File: config.mk
export PLATFORM = sky130hd
export DESIGN_NAME = debounced_lap_stopwatch_core
export DESIGN_NICKNAME = d
export VERILOG_FILES = /design/src/dls_pkg.sv /design/src/debounced_lap_stopwatch_core.sv /design/src/dls_debounce.sv /design/src/dls_lane.sv
export SDC_FILE = /design/constraint.sdc
export NUM_CORES = 1
export LEC_CHECK = 0
export CAP_MARGIN = 20
export CORE_ASPECT_RATIO = 0.7
export CORE_MARGIN = 2
export CORE_UTILIZATION = 35
export CTS_BUF_LIST = sky130_fd_sc_hd__clkbuf_4
export CTS_CLUSTER_DIAMETER = 80
export DETAILED_ROUTE_END_ITERATION = 10
export DONT_BUFFER_PORTS = 1
export PLACE_DENSITY_LB_ADDON = 0.3
export SETUP_SLACK_MARGIN = 0.05
export SYNTH_ARGS = -nofsm -noshare
export SYNTH_HDL_FRONTEND = slang
export SYNTH_SLANG_ARGS = --single-unit
export TNS_END_PERCENT = 20
File: constraint.sdc
create_clock -name clk -period 8.75 [get_ports clk]
set_input_delay 1.75 -clock clk [delete_from_list [all_inputs] [get_ports clk]]
set_output_delay 1.75 -clock clk [all_outputs]
set_load 0.03 [all_outputs]
File: src/dls_pkg.sv
// Shared constants and types of the lap stopwatch core.
// No dependencies.
package dls_pkg;

    localparam int LANES_DEF       = 3;
    localparam int HOLD_REPEAT_DEF = 100;
    localparam int FIXED_INPUTS    = 2;

    localparam int HIST_W  = 8;
    localparam int HOLD_W  = 16;
    localparam int LIMIT_W = 4;
    localparam int TOTAL_W = 20;
    localparam int HUND_W  = 7;
    localparam int SEC_W   = 6;
    localparam int MIN_W   = 7;

    localparam logic [HIST_W-1:0]  HIST_FIRE = 8'h03;
    localparam logic [HIST_W-1:0]  HIST_IDLE = 8'hFF;

    localparam logic [HUND_W-1:0]  HUND_WRAP  = 7'd100;
    localparam logic [SEC_W-1:0]   SEC_WRAP   = 6'd60;
    localparam logic [MIN_W-1:0]   MIN_WRAP   = 7'd100;
    localparam logic [TOTAL_W-1:0] TOTAL_WRAP = 20'd600000;

    localparam logic [HOLD_W-1:0]  HOLD_TIMEOUT_RST = 16'd500;
    localparam logic [LIMIT_W-1:0] LAP_LIMIT_RST    = 4'd5;

    localparam int ADDR_W = 3;
    localparam int DATA_W = 32;

    localparam logic OP_TICK = 1'b0;
    localparam logic OP_SCAN = 1'b1;

    localparam logic REG_HOLD_TIMEOUT = 1'b0;
    localparam logic REG_LAP_LIMIT    = 1'b1;

    typedef struct packed {
        logic fire;
        logic toggle;
    } dls_btn_t;

    typedef struct packed {
        logic clr;
        logic ev;
    } dls_lane_ctl_t;

endpackage

File: src/debounced_lap_stopwatch_core.sv
// Lap stopwatch core: throughput one transaction per cycle while the output
// is not stalled; the input register feeds the state update, and the updated
// state registers are the result held for the output. Input stalls only
// while a result waits and the input register is full.
// Asynchronous active-low reset: clock stopped at zero, debouncers idle,
// hold_timeout 500, lap_limit 5, no transaction pending.
module debounced_lap_stopwatch_core #(
    parameter int LANES       = dls_pkg::LANES_DEF,
    parameter int HOLD_REPEAT = dls_pkg::HOLD_REPEAT_DEF
) (
    input  logic                         clk,
    input  logic                         rst_n,
    input  logic                         psel,
    input  logic                         penable,
    input  logic                         pwrite,
    input  logic [dls_pkg::ADDR_W-1:0]   paddr,
    input  logic [dls_pkg::DATA_W-1:0]   pwdata,
    output logic [dls_pkg::DATA_W-1:0]   prdata,
    output logic                         pready,
    input  logic                         in_valid,
    output logic                         in_stall,
    input  logic                         op,
    input  logic                         run_stop_level,
    input  logic                         reset_level,
    input  logic                         lane_a_level,
    input  logic                         lane_b_level,
    input  logic                         lane_c_level,
    output logic                         out_valid,
    input  logic                         out_stall,
    output logic                         running,
    output logic [dls_pkg::MIN_W-1:0]    now_minutes,
    output logic [dls_pkg::SEC_W-1:0]    now_seconds,
    output logic [dls_pkg::HUND_W-1:0]   now_hundredths,
    output logic                         led_level,
    output logic [dls_pkg::LIMIT_W-1:0]  laps_a,
    output logic [dls_pkg::LIMIT_W-1:0]  laps_b,
    output logic [dls_pkg::LIMIT_W-1:0]  laps_c,
    output logic [dls_pkg::TOTAL_W-1:0]  split_a,
    output logic [dls_pkg::TOTAL_W-1:0]  split_b,
    output logic [dls_pkg::TOTAL_W-1:0]  split_c
);

    localparam int NUM_IN = dls_pkg::FIXED_INPUTS + LANES;
    localparam int IDX_B  = (LANES > 1) ? 1 : 0;
    localparam int IDX_C  = (LANES > 2) ? 2 : 0;

    logic [dls_pkg::HOLD_W-1:0]  hold_timeout_reg;
    logic [dls_pkg::LIMIT_W-1:0] lap_limit_reg;
    logic                        cfg_wr;

    logic       s1_valid_reg, s1_valid_next;
    logic       s1_op_reg;
    logic [4:0] s1_lvl_reg;
    logic       out_valid_reg, out_valid_next;
    logic       out_free, go, in_accept, scan_en, tick_en;

    logic [NUM_IN-1:0]     lvl;
    dls_pkg::dls_btn_t     btn [NUM_IN];
    logic [NUM_IN-1:0]     toggles;

    logic                        run_reg, run_next;
    logic                        led_reg;
    logic [dls_pkg::HUND_W-1:0]  hund_reg, hund_next;
    logic [dls_pkg::SEC_W-1:0]   sec_reg, sec_next;
    logic [dls_pkg::MIN_W-1:0]   min_reg, min_next;
    logic [dls_pkg::TOTAL_W-1:0] total_reg, total_next;
    logic                        clear_all;
    logic [dls_pkg::TOTAL_W-1:0] lane_total;

    dls_pkg::dls_lane_ctl_t      lane_ctl [LANES];
    logic [dls_pkg::TOTAL_W-1:0] lane_split [LANES];
    logic [dls_pkg::LIMIT_W-1:0] lane_laps [LANES];

    // Configuration port
    assign pready = 1'b1;
    assign cfg_wr = psel && penable && pwrite;

    always_comb
    begin
        unique case (paddr[2])
            dls_pkg::REG_HOLD_TIMEOUT: prdata = dls_pkg::DATA_W'(hold_timeout_reg);
            dls_pkg::REG_LAP_LIMIT:    prdata = dls_pkg::DATA_W'(lap_limit_reg);
        endcase
    end

    always_ff @(posedge clk or negedge rst_n)
    begin
        if (!rst_n)
        begin
            hold_timeout_reg <= dls_pkg::HOLD_TIMEOUT_RST;
            lap_limit_reg    <= dls_pkg::LAP_LIMIT_RST;
        end
        else if (cfg_wr)
        begin
            unique case (paddr[2])
                dls_pkg::REG_HOLD_TIMEOUT:
                    hold_timeout_reg <= pwdata[dls_pkg::HOLD_W-1:0];
                dls_pkg::REG_LAP_LIMIT:
                    lap_limit_reg <= pwdata[dls_pkg::LIMIT_W-1:0];
            endcase
        end
    end

    // Handshake and input register
    assign out_free  = !out_valid_reg || !out_stall;
    assign go        = s1_valid_reg && out_free;
    assign in_stall  = s1_valid_reg && !out_free;
    assign in_accept = in_valid && !in_stall;
    assign scan_en   = go && (s1_op_reg == dls_pkg::OP_SCAN);
    assign tick_en   = go && (s1_op_reg == dls_pkg::OP_TICK) && run_reg;

    always_comb
    begin
        s1_valid_next  = in_accept ? 1'b1 : (go ? 1'b0 : s1_valid_reg);
        out_valid_next = go ? 1'b1 : (out_stall ? out_valid_reg : 1'b0);
    end

    always_ff @(posedge clk or negedge rst_n)
    begin
        if (!rst_n)
        begin
            s1_valid_reg  <= 1'b0;
            out_valid_reg <= 1'b0;
        end
        else
        begin
            s1_valid_reg  <= s1_valid_next;
            out_valid_reg <= out_valid_next;
        end
    end

    always_ff @(posedge clk)
    begin
        if (in_accept)
        begin
            s1_op_reg  <= op;
            s1_lvl_reg <= {lane_c_level, lane_b_level, lane_a_level,
                           reset_level, run_stop_level};
        end
    end

    // Debouncers
    assign lvl[0] = s1_lvl_reg[0];
    assign lvl[1] = s1_lvl_reg[1];

    for (genvar i = 0; i < LANES; i++)
    begin : g_lvl
        if (i < 3)
        begin : g_pin
            assign lvl[dls_pkg::FIXED_INPUTS+i] = s1_lvl_reg[dls_pkg::FIXED_INPUTS+i];
        end
        else
        begin : g_idle
            assign lvl[dls_pkg::FIXED_INPUTS+i] = 1'b1;
        end
    end

    for (genvar k = 0; k < NUM_IN; k++)
    begin : g_deb
        dls_debounce #(
            .HOLD_REPEAT (HOLD_REPEAT)
        ) u_deb (
            .clk          (clk),
            .rst_n        (rst_n),
            .en           (scan_en),
            .level        (lvl[k]),
            .hold_timeout (hold_timeout_reg),
            .btn          (btn[k])
        );
        assign toggles[k] = btn[k].toggle;
    end

    // Stopwatch clock
    assign clear_all  = scan_en && btn[1].fire;
    assign lane_total = clear_all ? '0 : total_reg;

    always_comb
    begin
        hund_next  = hund_reg;
        sec_next   = sec_reg;
        min_next   = min_reg;
        total_next = total_reg;
        run_next   = run_reg;
        if (tick_en)
        begin
            hund_next = hund_reg + 1'b1;
            if (hund_next >= dls_pkg::HUND_WRAP)
            begin
                hund_next = '0;
                sec_next  = sec_reg + 1'b1;
            end
            if (sec_next >= dls_pkg::SEC_WRAP)
            begin
                sec_next = '0;
                min_next = min_reg + 1'b1;
            end
            if (min_next >= dls_pkg::MIN_WRAP)
            begin
                hund_next = '0;
                sec_next  = '0;
                min_next  = '0;
            end
            total_next = total_reg + 1'b1;
            if (total_next >= dls_pkg::TOTAL_WRAP)
                total_next = '0;
        end
        if (scan_en && btn[0].fire)
            run_next = !run_reg;
        if (clear_all)
        begin
            run_next   = 1'b0;
            hund_next  = '0;
            sec_next   = '0;
            min_next   = '0;
            total_next = '0;
        end
    end

    always_ff @(posedge clk or negedge rst_n)
    begin
        if (!rst_n)
        begin
            run_reg   <= 1'b0;
            led_reg   <= 1'b0;
            hund_reg  <= '0;
            sec_reg   <= '0;
            min_reg   <= '0;
            total_reg <= '0;
        end
        else if (go)
        begin
            run_reg   <= run_next;
            led_reg   <= led_reg ^ (scan_en & (^toggles));
            hund_reg  <= hund_next;
            sec_reg   <= sec_next;
            min_reg   <= min_next;
            total_reg <= total_next;
        end
    end

    // Lanes
    for (genvar i = 0; i < LANES; i++)
    begin : g_lane
        assign lane_ctl[i].clr = clear_all;
        assign lane_ctl[i].ev  = scan_en && btn[dls_pkg::FIXED_INPUTS+i].fire;

        dls_lane u_lane (
            .clk       (clk),
            .rst_n     (rst_n),
            .ctl       (lane_ctl[i]),
            .total     (lane_total),
            .lap_limit (lap_limit_reg),
            .split     (lane_split[i]),
            .laps      (lane_laps[i])
        );
    end

    // Result
    assign out_valid      = out_valid_reg;
    assign running        = run_reg;
    assign now_minutes    = min_reg;
    assign now_seconds    = sec_reg;
    assign now_hundredths = hund_reg;
    assign led_level      = led_reg;
    assign laps_a         = lane_laps[0];
    assign split_a        = lane_split[0];
    assign laps_b         = (LANES > 1) ? lane_laps[IDX_B] : '0;
    assign split_b        = (LANES > 1) ? lane_split[IDX_B] : '0;
    assign laps_c         = (LANES > 2) ? lane_laps[IDX_C] : '0;
    assign split_c        = (LANES > 2) ? lane_split[IDX_C] : '0;

endmodule

File: src/dls_debounce.sv
// Shift debouncer with hold timeout for one active-low input.
// Depends on dls_pkg.
module dls_debounce #(
    parameter int HOLD_REPEAT = dls_pkg::HOLD_REPEAT_DEF
) (
    input  logic                        clk,
    input  logic                        rst_n,
    input  logic                        en,
    input  logic                        level,
    input  logic [dls_pkg::HOLD_W-1:0]  hold_timeout,
    output dls_pkg::dls_btn_t           btn
);

    localparam int SUM_W = $clog2((2 ** dls_pkg::HOLD_W) + HOLD_REPEAT + 2);
    localparam logic [SUM_W-1:0] REPEAT_EXT = SUM_W'(HOLD_REPEAT);

    logic [dls_pkg::HIST_W-1:0] hist_reg, hist_next;
    logic [dls_pkg::HOLD_W-1:0] cnt_reg, cnt_next;
    logic [SUM_W-1:0]           bump;
    logic [SUM_W-1:0]           lim;
    logic                       pressed;
    logic                       in_hold;

    always_comb
    begin
        pressed    = ~level;
        in_hold    = cnt_reg > hold_timeout;
        bump       = SUM_W'(cnt_reg) + SUM_W'(2);
        lim        = SUM_W'(hold_timeout) + REPEAT_EXT;
        hist_next  = hist_reg;
        cnt_next   = cnt_reg;
        btn.toggle = 1'b0;
        if (pressed && !in_hold)
        begin
            hist_next = {hist_reg[dls_pkg::HIST_W-2:0], 1'b0};
            cnt_next  = cnt_reg + 1'b1;
        end
        else if (pressed)
        begin
            if (bump >= lim)
            begin
                cnt_next   = hold_timeout + 1'b1;
                btn.toggle = 1'b1;
            end
            else
            begin
                cnt_next = bump[dls_pkg::HOLD_W-1:0];
            end
        end
        else if (!in_hold)
        begin
            hist_next = {hist_reg[dls_pkg::HIST_W-2:0], 1'b1};
            cnt_next  = '0;
        end
        else
        begin
            hist_next = dls_pkg::HIST_IDLE;
            cnt_next  = '0;
        end
        btn.fire = hist_next == dls_pkg::HIST_FIRE;
    end

    always_ff @(posedge clk or negedge rst_n)
    begin
        if (!rst_n)
        begin
            hist_reg <= dls_pkg::HIST_IDLE;
            cnt_reg  <= '0;
        end
        else if (en)
        begin
            hist_reg <= hist_next;
            cnt_reg  <= cnt_next;
        end
    end

endmodule

File: src/dls_lane.sv
// Per-lane stamp, split and saturating lap count.
// Depends on dls_pkg.
module dls_lane (
    input  logic                         clk,
    input  logic                         rst_n,
    input  dls_pkg::dls_lane_ctl_t       ctl,
    input  logic [dls_pkg::TOTAL_W-1:0]  total,
    input  logic [dls_pkg::LIMIT_W-1:0]  lap_limit,
    output logic [dls_pkg::TOTAL_W-1:0]  split,
    output logic [dls_pkg::LIMIT_W-1:0]  laps
);

    logic [dls_pkg::TOTAL_W-1:0] stamp_reg, stamp_next;
    logic [dls_pkg::TOTAL_W-1:0] split_reg, split_next;
    logic [dls_pkg::LIMIT_W-1:0] laps_reg, laps_next;
    logic [dls_pkg::TOTAL_W-1:0] stamp_base;
    logic [dls_pkg::LIMIT_W-1:0] laps_base;
    logic [dls_pkg::TOTAL_W:0]   diff;
    logic [dls_pkg::LIMIT_W:0]   inc;

    always_comb
    begin
        stamp_base = ctl.clr ? '0 : stamp_reg;
        laps_base  = ctl.clr ? '0 : laps_reg;
        diff       = {1'b0, total} - {1'b0, stamp_base};
        inc        = {1'b0, laps_base} + 1'b1;
        stamp_next = stamp_base;
        split_next = ctl.clr ? '0 : split_reg;
        laps_next  = laps_base;
        if (ctl.ev)
        begin
            stamp_next = total;
            if (diff[dls_pkg::TOTAL_W])
                split_next = diff[dls_pkg::TOTAL_W-1:0] + dls_pkg::TOTAL_WRAP;
            else
                split_next = diff[dls_pkg::TOTAL_W-1:0];
            if (inc >= {1'b0, lap_limit})
                laps_next = lap_limit;
            else
                laps_next = inc[dls_pkg::LIMIT_W-1:0];
        end
    end

    always_ff @(posedge clk or negedge rst_n)
    begin
        if (!rst_n)
        begin
            stamp_reg <= '0;
            split_reg <= '0;
            laps_reg  <= '0;
        end
        else if (ctl.ev || ctl.clr)
        begin
            stamp_reg <= stamp_next;
            split_reg <= split_next;
            laps_reg  <= laps_next;
        end
    end

    assign split = split_reg;
    assign laps  = laps_reg;

endmodule

Word-level counts from Yosys, hierarchy flattened
Cells that the tools add are included.

storage, ports and cells
  register bits = 322
  logic and storage cells = 227
  output and inout bits = 129
  input port bits = 48

cells by class
  bitwise gates (word level) = 9
  reduce and logical (&&, ||, !) cells = 46
  equal/unequal tests = 6
  multiplexer cells = 93
  add/sub/neg operators = 25
  magnitude comparators = 17

operators by type and width
  cell                                                             count
  20-bit two-way mux                                               17
  16-bit two-way mux                                               15
  8-bit two-way mux                                                15
  16-bit by 1-bit adder with 16-bit output, second input constant  6
  16-bit by 2-bit adder with 17-bit output, second input constant  5
  17-bit greater-or-equal comparator                               5
  16-bit greater-than comparator                                   5
  32-bit case mux with 2 select lines                              1
  7-bit two-way mux                                                9
  20-bit by 20-bit subtractor with 21-bit output                   3
  20-bit adder, second input constant                              3
  8-bit by 2-bit == test with 1-bit output, second input constant  5
  4-bit two-way mux                                                9
  6-bit two-way mux                                                6
  1-bit two-way mux                                                21
  20-bit by 1-bit adder with 20-bit output, second input constant  1
  20-bit greater-or-equal comparator, second input constant        1
  1-bit logical AND                                                18
  16-bit by 7-bit adder with 17-bit output, second input constant  1
  4-bit by 1-bit adder with 5-bit output, second input constant    3
  5-bit by 4-bit greater-or-equal comparator with 1-bit output     3
  7-bit by 1-bit adder with 7-bit output, second input constant    2
  7-bit greater-or-equal comparator, second input constant         2
  2-bit AND reduction                                              7
  10 further kinds                                                 33

Longest topological paths before layout
Gate-level depths: netlist (run 1).

  depth in word-level cells = 13
  depth in mapped cells = 30
  mapped depth without buffers = 25

Hierarchy
Synthesis (run 1) repeated with hierarchy kept, for this count alone.

second synthesis, totals
  cell total of the unflattened synthesis = 3452
  area, all modules = 29440.7 um^2

by module, submodules not included
  module                              sequential area each (um^2)  cells each  times used  area each (um^2)
  dls_debounce at g_deb[1].u_deb ...  610.6                        373         2           3035.4
  dls_debounce at g_deb[3].u_deb ...  610.6                        369         2           2985.4
  debounced_lap_stopwatch_core        1791.7                       455         1           4275.4
  dls_lane at g_lane[0].u_lane        1101.1                       397         1           3530.9
  dls_lane at g_lane[1].u_lane        1101.1                       396         1           3470.8
  dls_lane at g_lane[2].u_lane        1101.1                       349         1           3138.0
  dls_debounce at g_deb[0].u_deb      610.6                        371         1           2984.1

Least setup slack after synthesis (run 1)
Ideal clock, no wire load.

  kind = in2reg
  start point = in out_stall
  end point = reg g_lane[0].u_lane.split_reg (netlist bit g_lane[0].u_lane.split[19])
  data required time = 8673 ps
  setup time = 77 ps
  slack = 1529 ps
  cell stages on the path = 24
  buffers on the path = 4
  arrival = 7144 ps
  cell sequence = nand2_1 -> nand3_1 -> nor2_1 -> a21oi_2 -> buf_6 -> clkbuf_1 -> clkbuf_1 -> clkbuf_1 -> nand2_1 -> ha_1 -> fa_1 -> nor2b_1 -> o21ai_0 -> a2111oi_0 -> o41ai_1 -> a211o_1 -> o22ai_1 -> o21ai_1 -> a31o_2 -> xnor2_1 -> a21oi_1 -> o41a_1 -> xnor3_1 -> o21ai_1

between the ends
  cells in the longest elaborated chain, start to end = 10
  elaborated cells on any way between the ends = 15
  classes of those cells = 2 x add/sub; 4 x mux; 9 x reduce/logical

RTL lines
  what                                            RTL line                                             source
  from (decl)                                     debounced_lap_stopwatch_core.sv:29                   input logic out_stall,
  1-bit zero test (*)                             debounced_lap_stopwatch_core.sv:105                  assign out_free = !out_valid_reg || !out_stall;
  1-bit logical OR (*)                            debounced_lap_stopwatch_core.sv:105
  1-bit logical AND (*)                           debounced_lap_stopwatch_core.sv:106                  assign go = s1_valid_reg && out_free;
  1-bit logical AND (*)                           debounced_lap_stopwatch_core.sv:109                  assign scan_en = go && (s1_op_reg == dls_pkg::OP_SCAN);
  1-bit logical AND                               debounced_lap_stopwatch_core.sv:174                  assign clear_all = scan_en && btn[1].fire;
  20-bit two-way mux, on equally long branches    debounced_lap_stopwatch_core.sv:175, dls_lane.sv:23
  20-bit by 20-bit subtractor with 21-bit output  dls_lane.sv:25                                       diff = {1'b0, total} - {1'b0, stamp_base};
  20-bit adder                                    dls_lane.sv:34                                       split_next = diff[dls_pkg::TOTAL_W-1:0] + dls_pkg::TOTAL_WRAP;
  20-bit two-way mux                              dls_lane.sv:33                                       if (diff[dls_pkg::TOTAL_W])
  20-bit two-way mux                              dls_lane.sv:30                                       if (ctl.ev)
  to (signal assigned)                            dls_lane.sv:55                                       split_reg <= split_next;
  to (decl)                                       dls_lane.sv:14                                       logic [dls_pkg::TOTAL_W-1:0] split_reg, split_next;

Every way passes the cells marked *; elsewhere a longest branch is shown, timed or not.
A chain may end at the register's enable or synchronous reset.

Worst setup path in the final report (run 1)
  start point = reg hold_timeout_reg[13] (netlist name)
  end point = reg g_lane[0].u_lane.split_reg (netlist bit g_lane[0].u_lane.split[19])

between the ends
  cells in the longest elaborated chain, start to end = 11
  elaborated cells on any way between the ends = 25
  classes of those cells = 2 x add/sub; 2 x order compare; 2 x eq/ne; 10 x mux; 9 x reduce/logical

RTL lines
  what                                                           RTL line                                             source
  from (decl)                                                    debounced_lap_stopwatch_core.sv:47                   logic [dls_pkg::HOLD_W-1:0] hold_timeout_reg;
  from (signal assigned)                                         debounced_lap_stopwatch_core.sv:90                   hold_timeout_reg <= dls_pkg::HOLD_TIMEOUT_RST;
  from (signal assigned)                                         debounced_lap_stopwatch_core.sv:97                   hold_timeout_reg <= pwdata[dls_pkg::HOLD_W-1:0];
  16-bit greater-than comparator                                 dls_debounce.sv:27                                   in_hold = cnt_reg > hold_timeout;
  8-bit two-way mux / 1-bit zero test (equally long branches)    dls_debounce.sv:50, dls_debounce.sv:33
  8-bit two-way mux / 1-bit logical AND (equally long branches)  dls_debounce.sv:38, dls_debounce.sv:33
  8-bit two-way mux                                              dls_debounce.sv:33                                   if (pressed && !in_hold)
  8-bit by 2-bit == test with 1-bit output                       dls_debounce.sv:60                                   btn.fire = hist_next == dls_pkg::HIST_FIRE;
  1-bit logical AND                                              debounced_lap_stopwatch_core.sv:174
  20-bit two-way mux, on equally long branches                   debounced_lap_stopwatch_core.sv:175, dls_lane.sv:23
  20-bit by 20-bit subtractor with 21-bit output                 dls_lane.sv:25
  20-bit adder                                                   dls_lane.sv:34
  20-bit two-way mux                                             dls_lane.sv:33
  20-bit two-way mux                                             dls_lane.sv:30

Several ways; a longest one is shown, not always the timed one.

==> results of run 1 <==
[layer usage]
layer / vias up / GRT usage / part of all wire
met5: - / 0 / 0.00038
met2: 889 / 0.293 / 0.38
li1: 11700 / - / -
met4: 6 / 0.0458 / 0.016
met3: 114 / 0.0679 / 0.099
met1: 11600 / 0.348 / 0.51
[worst paths after layout]
path / depth (start not counted) / from / slack, ns / endpoint
max: 23 / hold_timeout_reg[13] / 1.12 / g_lane[0].u_lane.split[19]
min: 2 / g_lane[1].u_lane.stamp_reg[19] / 0.50 / g_lane[1].u_lane.stamp_reg[19]
max reg2reg: 23 / hold_timeout_reg[13] / 1.12 / g_lane[0].u_lane.split[19]
min reg2reg: 2 / g_lane[1].u_lane.stamp_reg[19] / 0.50 / g_lane[1].u_lane.stamp_reg[19]
max in group asynchronous: 0 / rst_n / 7.30 / g_deb[0].u_deb.cnt_reg[3]
min in group asynchronous: 0 / rst_n / 0.59 / g_lane[1].u_lane.split[0]
[cell families after synthesis]
family | synth area share
other | 0.000283
flip-flops | 0.307
buffers and inverters | 0.0459
AO/OA/AOI/OAI | 0.233
XOR/XNOR | 0.0651
AND/OR/NAND/NOR | 0.203
adder cells (fa/ha/maj) | 0.120
multiplexers | 0.0255
[critical path, cell delays in order (launching register included)]
cell	delay, ns
dfrtp_1	0.49
inv_1	0.33
ha_1	0.46
nand4_4	0.15
nor4_4	0.47
a32oi_2	0.17
a2111oi_4	0.62
a21oi_4	0.18
buf_4	0.26
nand2_1	0.22
inv_1	0.19
ha_1	0.37
o21ai_0	0.17
a2111oi_0	0.20
o41ai_1	0.90
a211o_1	0.26
o22ai_1	0.15
or2_2	0.34
o211ai_1	0.38
o2111ai_2	0.26
a311oi_2	0.36
o41a_1	0.20
xnor3_1	0.31
o21ai_1	0.12
[final cells by class]
cell class / instances / area share
sequential: 322 / 0.283
timing repair buffer: 50 / 0.0135
clock inverter: 32 / 0.00686
inverter: 118 / 0.0154
tap: 989 / 0.0429
antenna: 6 / 0.000521
multi-input combinational: 2595 / 0.601
clock buffer: 141 / 0.0367
[Yosys cell counts (42+ instances only)]
master	instances
o21ai_0	330
nand2_1	304
dfrtp_1	268
ha_1	249
nor2_1	247
nand3_1	197
a21oi_1	172
clkbuf_1	152
xnor2_1	119
inv_1	116
xor2_1	73
a21o_1	66
nor3_1	56
dfstp_2	48
nand4_1	46
and3_1	44
nand2b_1	42
[through the flow]
stage | power, mW | cell area, um^2
final | 7.80 | 28800
after CTS | 7.76 | 28800
after global routing | 8.39 | 28800
after floorplan | 5.03 | 26600
after detailed placement | 6.16 | 27500
after global placement | 6.12 | 27500
[power by group]
group | internal [mW] | switching [mW]
Clock | 0.798 | 0.760
Combinational | 1.60 | 2.41
Sequential | 1.79 | 0.439
Total | 4.19 | 3.61
==> summary.md, run 1 <==
| Metric | Value |
|---|---|
| Post-DP HPWL | `62600 um` |
| Core box area | `about 0.075 mm^2` |
| Layout cells sized above 1 | `0.102` |
| Unrepaired setup endpoints after global routing | `false` |
| Max IR drop VDD | `between 0.1 and 0.15 mV` |
| Area growth syn-to-layout | `8.64%` |
| Synth top area share | `0.253` |
| Post-CTS Resized | `0` |
| Filler instances | `between 7k and 8k` |
| Pleak | `12.7 nW` |
| Final wirelength | `roughly 89000 um` |
| Vias in the first global route | `roughly 22k` |
| Synth Instances | `between 3k and 4k` |
| Dpl cells | `4073` |
| Skew final | `~0.11 ns` |
| Netlist cell types | `101` |
| I/O Pins | `177` |
| Placement Rows | `84` |
| Final worst slack | `roughly 1.1 ns` |
| Hold Path Class | `reg2reg` |
| Vias per cell | `roughly 5.7` |
| DRT antenna net count | `0` |
| Number of synthesized flops with an enable pin | `6` |
| Run status | `completed` |
| CP endpoint kind | `register` |
| Crit path DAT | `roughly 8.5 ns` |
| Port Buffers | `0` |
| Worst Path Required | `slightly below 10 ns` |
| Worst hold slack | `between 0.4 and 0.5 ns` |
| Max Transition Viols Final | `0` |
| Hold Fails Final Rpt | `0` |
| Ys flop type | `dfrtp_1` |
| Synth Area per Inst | `8.27 um^2` |
| Max-cap violations | `0` |
| Max Buffers Root-to-Sink | `3` |
| Path type of the worst setup path | `reg2reg` |
| Htree depth | `3` |
| Slew margin rel. | `0.186` |
| PwrDens | `roughly 270 mW/mm^2` |
| Root Driver | `clkbuf_4` |
| Fmax | `about 130 MHz` |
| Most common cell after layout, fill and taps aside | `o21ai_0` |
| Final setup viols | `0` |
| Worst-margin pin slew | `~1.2 ns` |
| Fin crit period | `about 7.6 ns` |
| Max reg flops | `80` |
| Top post-synthesis cells by area | `dfrtp_1 25%, ha_1 12%, o21ai_0 6.2%` |
| Final nets | `between 3k and 4k` |
| Clock-pin slew on the worst setup and hold paths | `0.07 ns` |
| Startpoint Class | `register` |
| Synth Cell Area | `~0.027 mm^2` |
| CTS tree | `yes` |
| Starting Density | `0.354` |
| Area leader, netlist | `dfrtp_1` |
| CTS buffer count | `93` |
| Worst skew pair latency | `~0.94 ns` |
| Pre-antenna DRT Iters | `5` |
| Seq/Total Area, Yosys | `0.307` |
| Setup TNS Final | `0 ns` |
| Hold buffers post-CTS | `0` |
| Final Util | `0.384` |
| Drt drc | `0` |
| Fin crit share | `0.872` |
| Pre-CTS setup slack | `around 1.1 ns` |
| Register area | `0.00815 mm^2` |
| Commonest non-fill, non-tap cells in the layout | `330 x o21ai_0, 304 x nand2_1, 268 x dfrtp_1` |
| Largest fanout on the critical path | `20` |
| Die W | `~330 um` |
| CTS sink count | `approximately 320` |
| DIE HEIGHT | `234 um` |
| Grt ovf | `0` |
| Global Route Usage Sum | `0.223` |
| Initial DRC Count | `~2.2k` |
| First-pass GRT wire length | `between 100000 and 150000 um` |
| Via count | `around 24k` |
| FFs w/ async S/R, synth | `0.981` |
| Die Area | `slightly below 0.08 mm^2` |
| RePlAce Congestion | `0.921` |
| Footprint of the multi-input gates | `~0.017 mm^2` |
| Pin count of the biggest net entering global routing | `between 300 and 400` |
| Final Non-Filler Cells | `roughly 4.3k` |
| Number of synthesis warnings | `0` |
| Synthesis-stage register bit count | `about 320` |
| Routed WL per cell | `approximately 21 um` |
| Initial antenna violation count | `7` |
| Post-CTS Repair Setup Buffers | `0` |
No activity file was read; power rests on OpenSTA's default activity.
==> run 2: changes to the inputs <==
ABC_AREA = 1   (was default)
==> summary.md, run 2 <==
| Metric | Value |
|---|---|
| Post-CTS Resized | `0 (unchanged)` |
| Most used cell, CP | `nand2_1` |
| Final nets | `4215 (+21%)` |
| Max IR drop VDD | `0.0970 mV (-14%)` |
| I/O Pins | `177 (unchanged)` |
| Core box area | `0.0772 mm^2 (+2.9%)` |
| Count leader, synth | `nand2_1` |
| Run status | `completed` |
| CTS buffer count | `96 (+3.2%)` |
| Commonest non-fill, non-tap cells in the layout | `937 x nand2_1, 518 x inv_1, 310 x o21ai_0` |
| CTS tree | `yes` |
| Area growth syn-to-layout | `8.71% (about the same)` |
| Fin area | `0.0298 mm^2 (+3.5%)` |
| Most common cell after layout, fill and taps aside | `nand2_1` |
| Hold Fails Final Rpt | `0 (unchanged)` |
| Max Buffers Root-to-Sink | `3 (unchanged)` |
| Worst-margin pin slew | `1.24 ns (+0.0282 ns)` |
| Setup TNS Final | `0 ns (unchanged)` |
| Path type of the worst setup path | `reg2reg` |
| Layout cells sized above 1 | `0.0958 (-0.00636)` |
| Fmax | `154 MHz (+18%)` |
| Pre-antenna DRT Iters | `7 (+2)` |
| CP endpoint kind | `register` |
| Post-DP Area | `0.0286 mm^2 (+3.7%)` |
| Pleak | `15.3 nW (+20%)` |
| Tot Pwr | `8.04 mW (+3.1%)` |
| Max stage delay on crit path | `0.80 ns (-0.10 ns)` |
| Vias in the first global route | `24.0k (+8.8%)` |
| Drt drc | `0 (unchanged)` |
| Grt ovf | `0 (unchanged)` |
| Post-CTS Repair Setup Buffers | `0 (unchanged)` |
| Startpoint Class | `register` |
| DRT antenna net count | `0 (unchanged)` |
| Root Driver | `clkbuf_4` |
| Global Route Usage Sum | `0.226 (+0.00279)` |
| Area leader, netlist | `dfrtp_1` |
| Number of synthesized flops with an enable pin | `6 (unchanged)` |
| Worst path slowest cell | `dfstp_2` |
| Synth Cell Area | `0.0274 mm^2 (+3.5%)` |
| Fin crit share | `0.742 (-0.130)` |
| Max Transition Viols Final | `0 (unchanged)` |
| Worst skew pair latency | `0.93 ns (about the same)` |
| Max reg flops | `80 (unchanged)` |
| Final setup viols | `0 (unchanged)` |
| Synth Area per Inst | `7.08 um^2 (-14%)` |
| Placement Rows | `85 (+1.2%)` |
| Fin crit period | `6.49 ns (-1.14 ns)` |
| Top post-synthesis cells by area | `dfrtp_1 24%, nand2_1 13%, ha_1 11%` |
| Pin count of the biggest net entering global routing | `317 (unchanged)` |
| Largest fanout on the critical path | `53 (+170%)` |
| Netlist cell types | `77 (-24%)` |
| Port Buffers | `0 (unchanged)` |
| Initial DRC Count | `2572 (+15%)` |
| Die Area | `0.0807 mm^2 (+3.4%)` |
| Final Util | `0.386 (+0.00238)` |
| Worst Path Required | `9.55 ns (-0.06 ns)` |
| Unrepaired setup endpoints after global routing | `false` |
| Vias per cell | `5.22 (-8.5%)` |
| First-pass GRT wire length | `144000 um (+5.9%)` |
| Die W | `339 um (+1.7%)` |
| RePlAce Congestion | `0.958 (+4.0%)` |
| Hold Path Class | `reg2reg` |
| Dpl cells | `4859 (+19%)` |
| PwrDens | `269 mW/mm^2 (-0.43%)` |
| Starting Density | `0.355 (+0.00196)` |
| Post-DP HPWL | `66900 um (+6.8%)` |
| CTS sink count | `322 (unchanged)` |
| Number of synthesis warnings | `0 (unchanged)` |
| Synth Instances | `3879 (+21%)` |
| Slew margin rel. | `0.170 (-0.0158)` |
| Skew final | `0.0844 ns (-0.0209 ns)` |
| Crit path DAT | `7.29 ns (-1.20 ns)` |
| Synth top cells by count | `937 x nand2_1, 519 x inv_1, 310 x o21ai_0, 285 x nor2_1, 268 x dfrtp_1` |
| Via count | `26.3k (+8.6%)` |
| FFs w/ async S/R, synth | `0.981 (unchanged)` |
| DIE HEIGHT | `238 um (+1.7%)` |
| Final wirelength | `92300 um (+4.3%)` |
| Clock-pin slew on the worst setup and hold paths | `0.07 ns (about the same)` |
| Routed WL per cell | `18.3 um (-12%)` |
| Initial antenna violation count | `5 (-2)` |
| Htree depth | `3 (unchanged)` |
| Synthesis-stage register bit count | `322 (unchanged)` |
| Hold buffers post-CTS | `0 (unchanged)` |
| Synth top area share | `0.244 (-0.00846)` |
| Max-cap violations | `0 (unchanged)` |
| Ys flop type | `dfrtp_1` |
| Seq/Total Area, Yosys | `0.297 (-0.0103)` |
| Final Non-Filler Cells | `5047 (+19%)` |
==> run 2: final timing paths <==
path	startpoint	to	slack, ns	cells after the start
worst min register to register	g_deb[3].u_deb.hist_reg[6]	g_deb[3].u_deb.hist_reg[6]	0.47	2
max in group asynchronous	rst_n	g_lane[0].u_lane.split[2]	7.38	0
worst max register to register	hold_timeout_reg[2]	g_lane[0].u_lane.split[18]	2.26	32
min in group asynchronous	rst_n	g_deb[4].u_deb.cnt_reg[12]	0.56	0
worst min-delay path	g_deb[3].u_deb.hist_reg[6]	g_deb[3].u_deb.hist_reg[6]	0.47	2
worst max-delay path	hold_timeout_reg[2]	g_lane[0].u_lane.split[18]	2.26	32
==> run 2: per-layer routing <==
metal  track usage  wire (um)  up-vias
met4        0.0558       2050        2
met1         0.352      46700    12200
li1              -          -    13100
met2         0.294      34300      967
met3        0.0683       9210      142
met5             0         13        -
==> run 2: power breakdown <==
part           switching, mW  leakage (nW)  internal [mW]
clock                  0.753         0.748          0.778
sequential             0.608          4.11           1.93
combinational           2.63          10.5           1.34
==> run 2: stage by stage <==
stage | hold slack, ns | setup WS, ns
finish | 0.470 | 2.26
global route | 0.478 | 1.75
CTS | 0.461 | 2.41
detailed placement | 0.456 | 2.37
global placement | 0.456 | 2.42
floorplan | 0.433 | 3.03
==> run 2: cell type report <==
| type | count | area [um^2] |
|---|---|---|
| fill | 8314 | 47400 |
| multi-input combinational | 2919 | 16800 |
| sequential | 322 | 8150 |
| inverter | 537 | 2020 |
| tap | 1044 | 1310 |
| clock buffer | 150 | 1130 |
| timing repair buffer | 39 | 309 |
| clock inverter | 29 | 126 |
| antenna | 7 | 17.5 |
==> run 2: kinds of logic after synthesis <==
| kind of cell | synth area share |
|---|---|
| and+or+nand+nor | 0.273 |
| AOI/OAI and AO/OA | 0.171 |
| buffers and inverters | 0.0937 |
| DFF | 0.297 |
| adders and majority gates | 0.116 |
| xor gates and xnor gates | 0.0491 |
| other | 0.000274 |
| muxes | 0.000365 |
==> run 2: worst max-delay path: cells and delay by family (launching register included) <==
kind	cells	cell delay [ns]
and+or+nand+nor	18	2.04
buffers and inverters	7	1.40
AOI/OAI and AO/OA	5	1.29
adders and majority gates	2	0.81
DFF	1	0.80
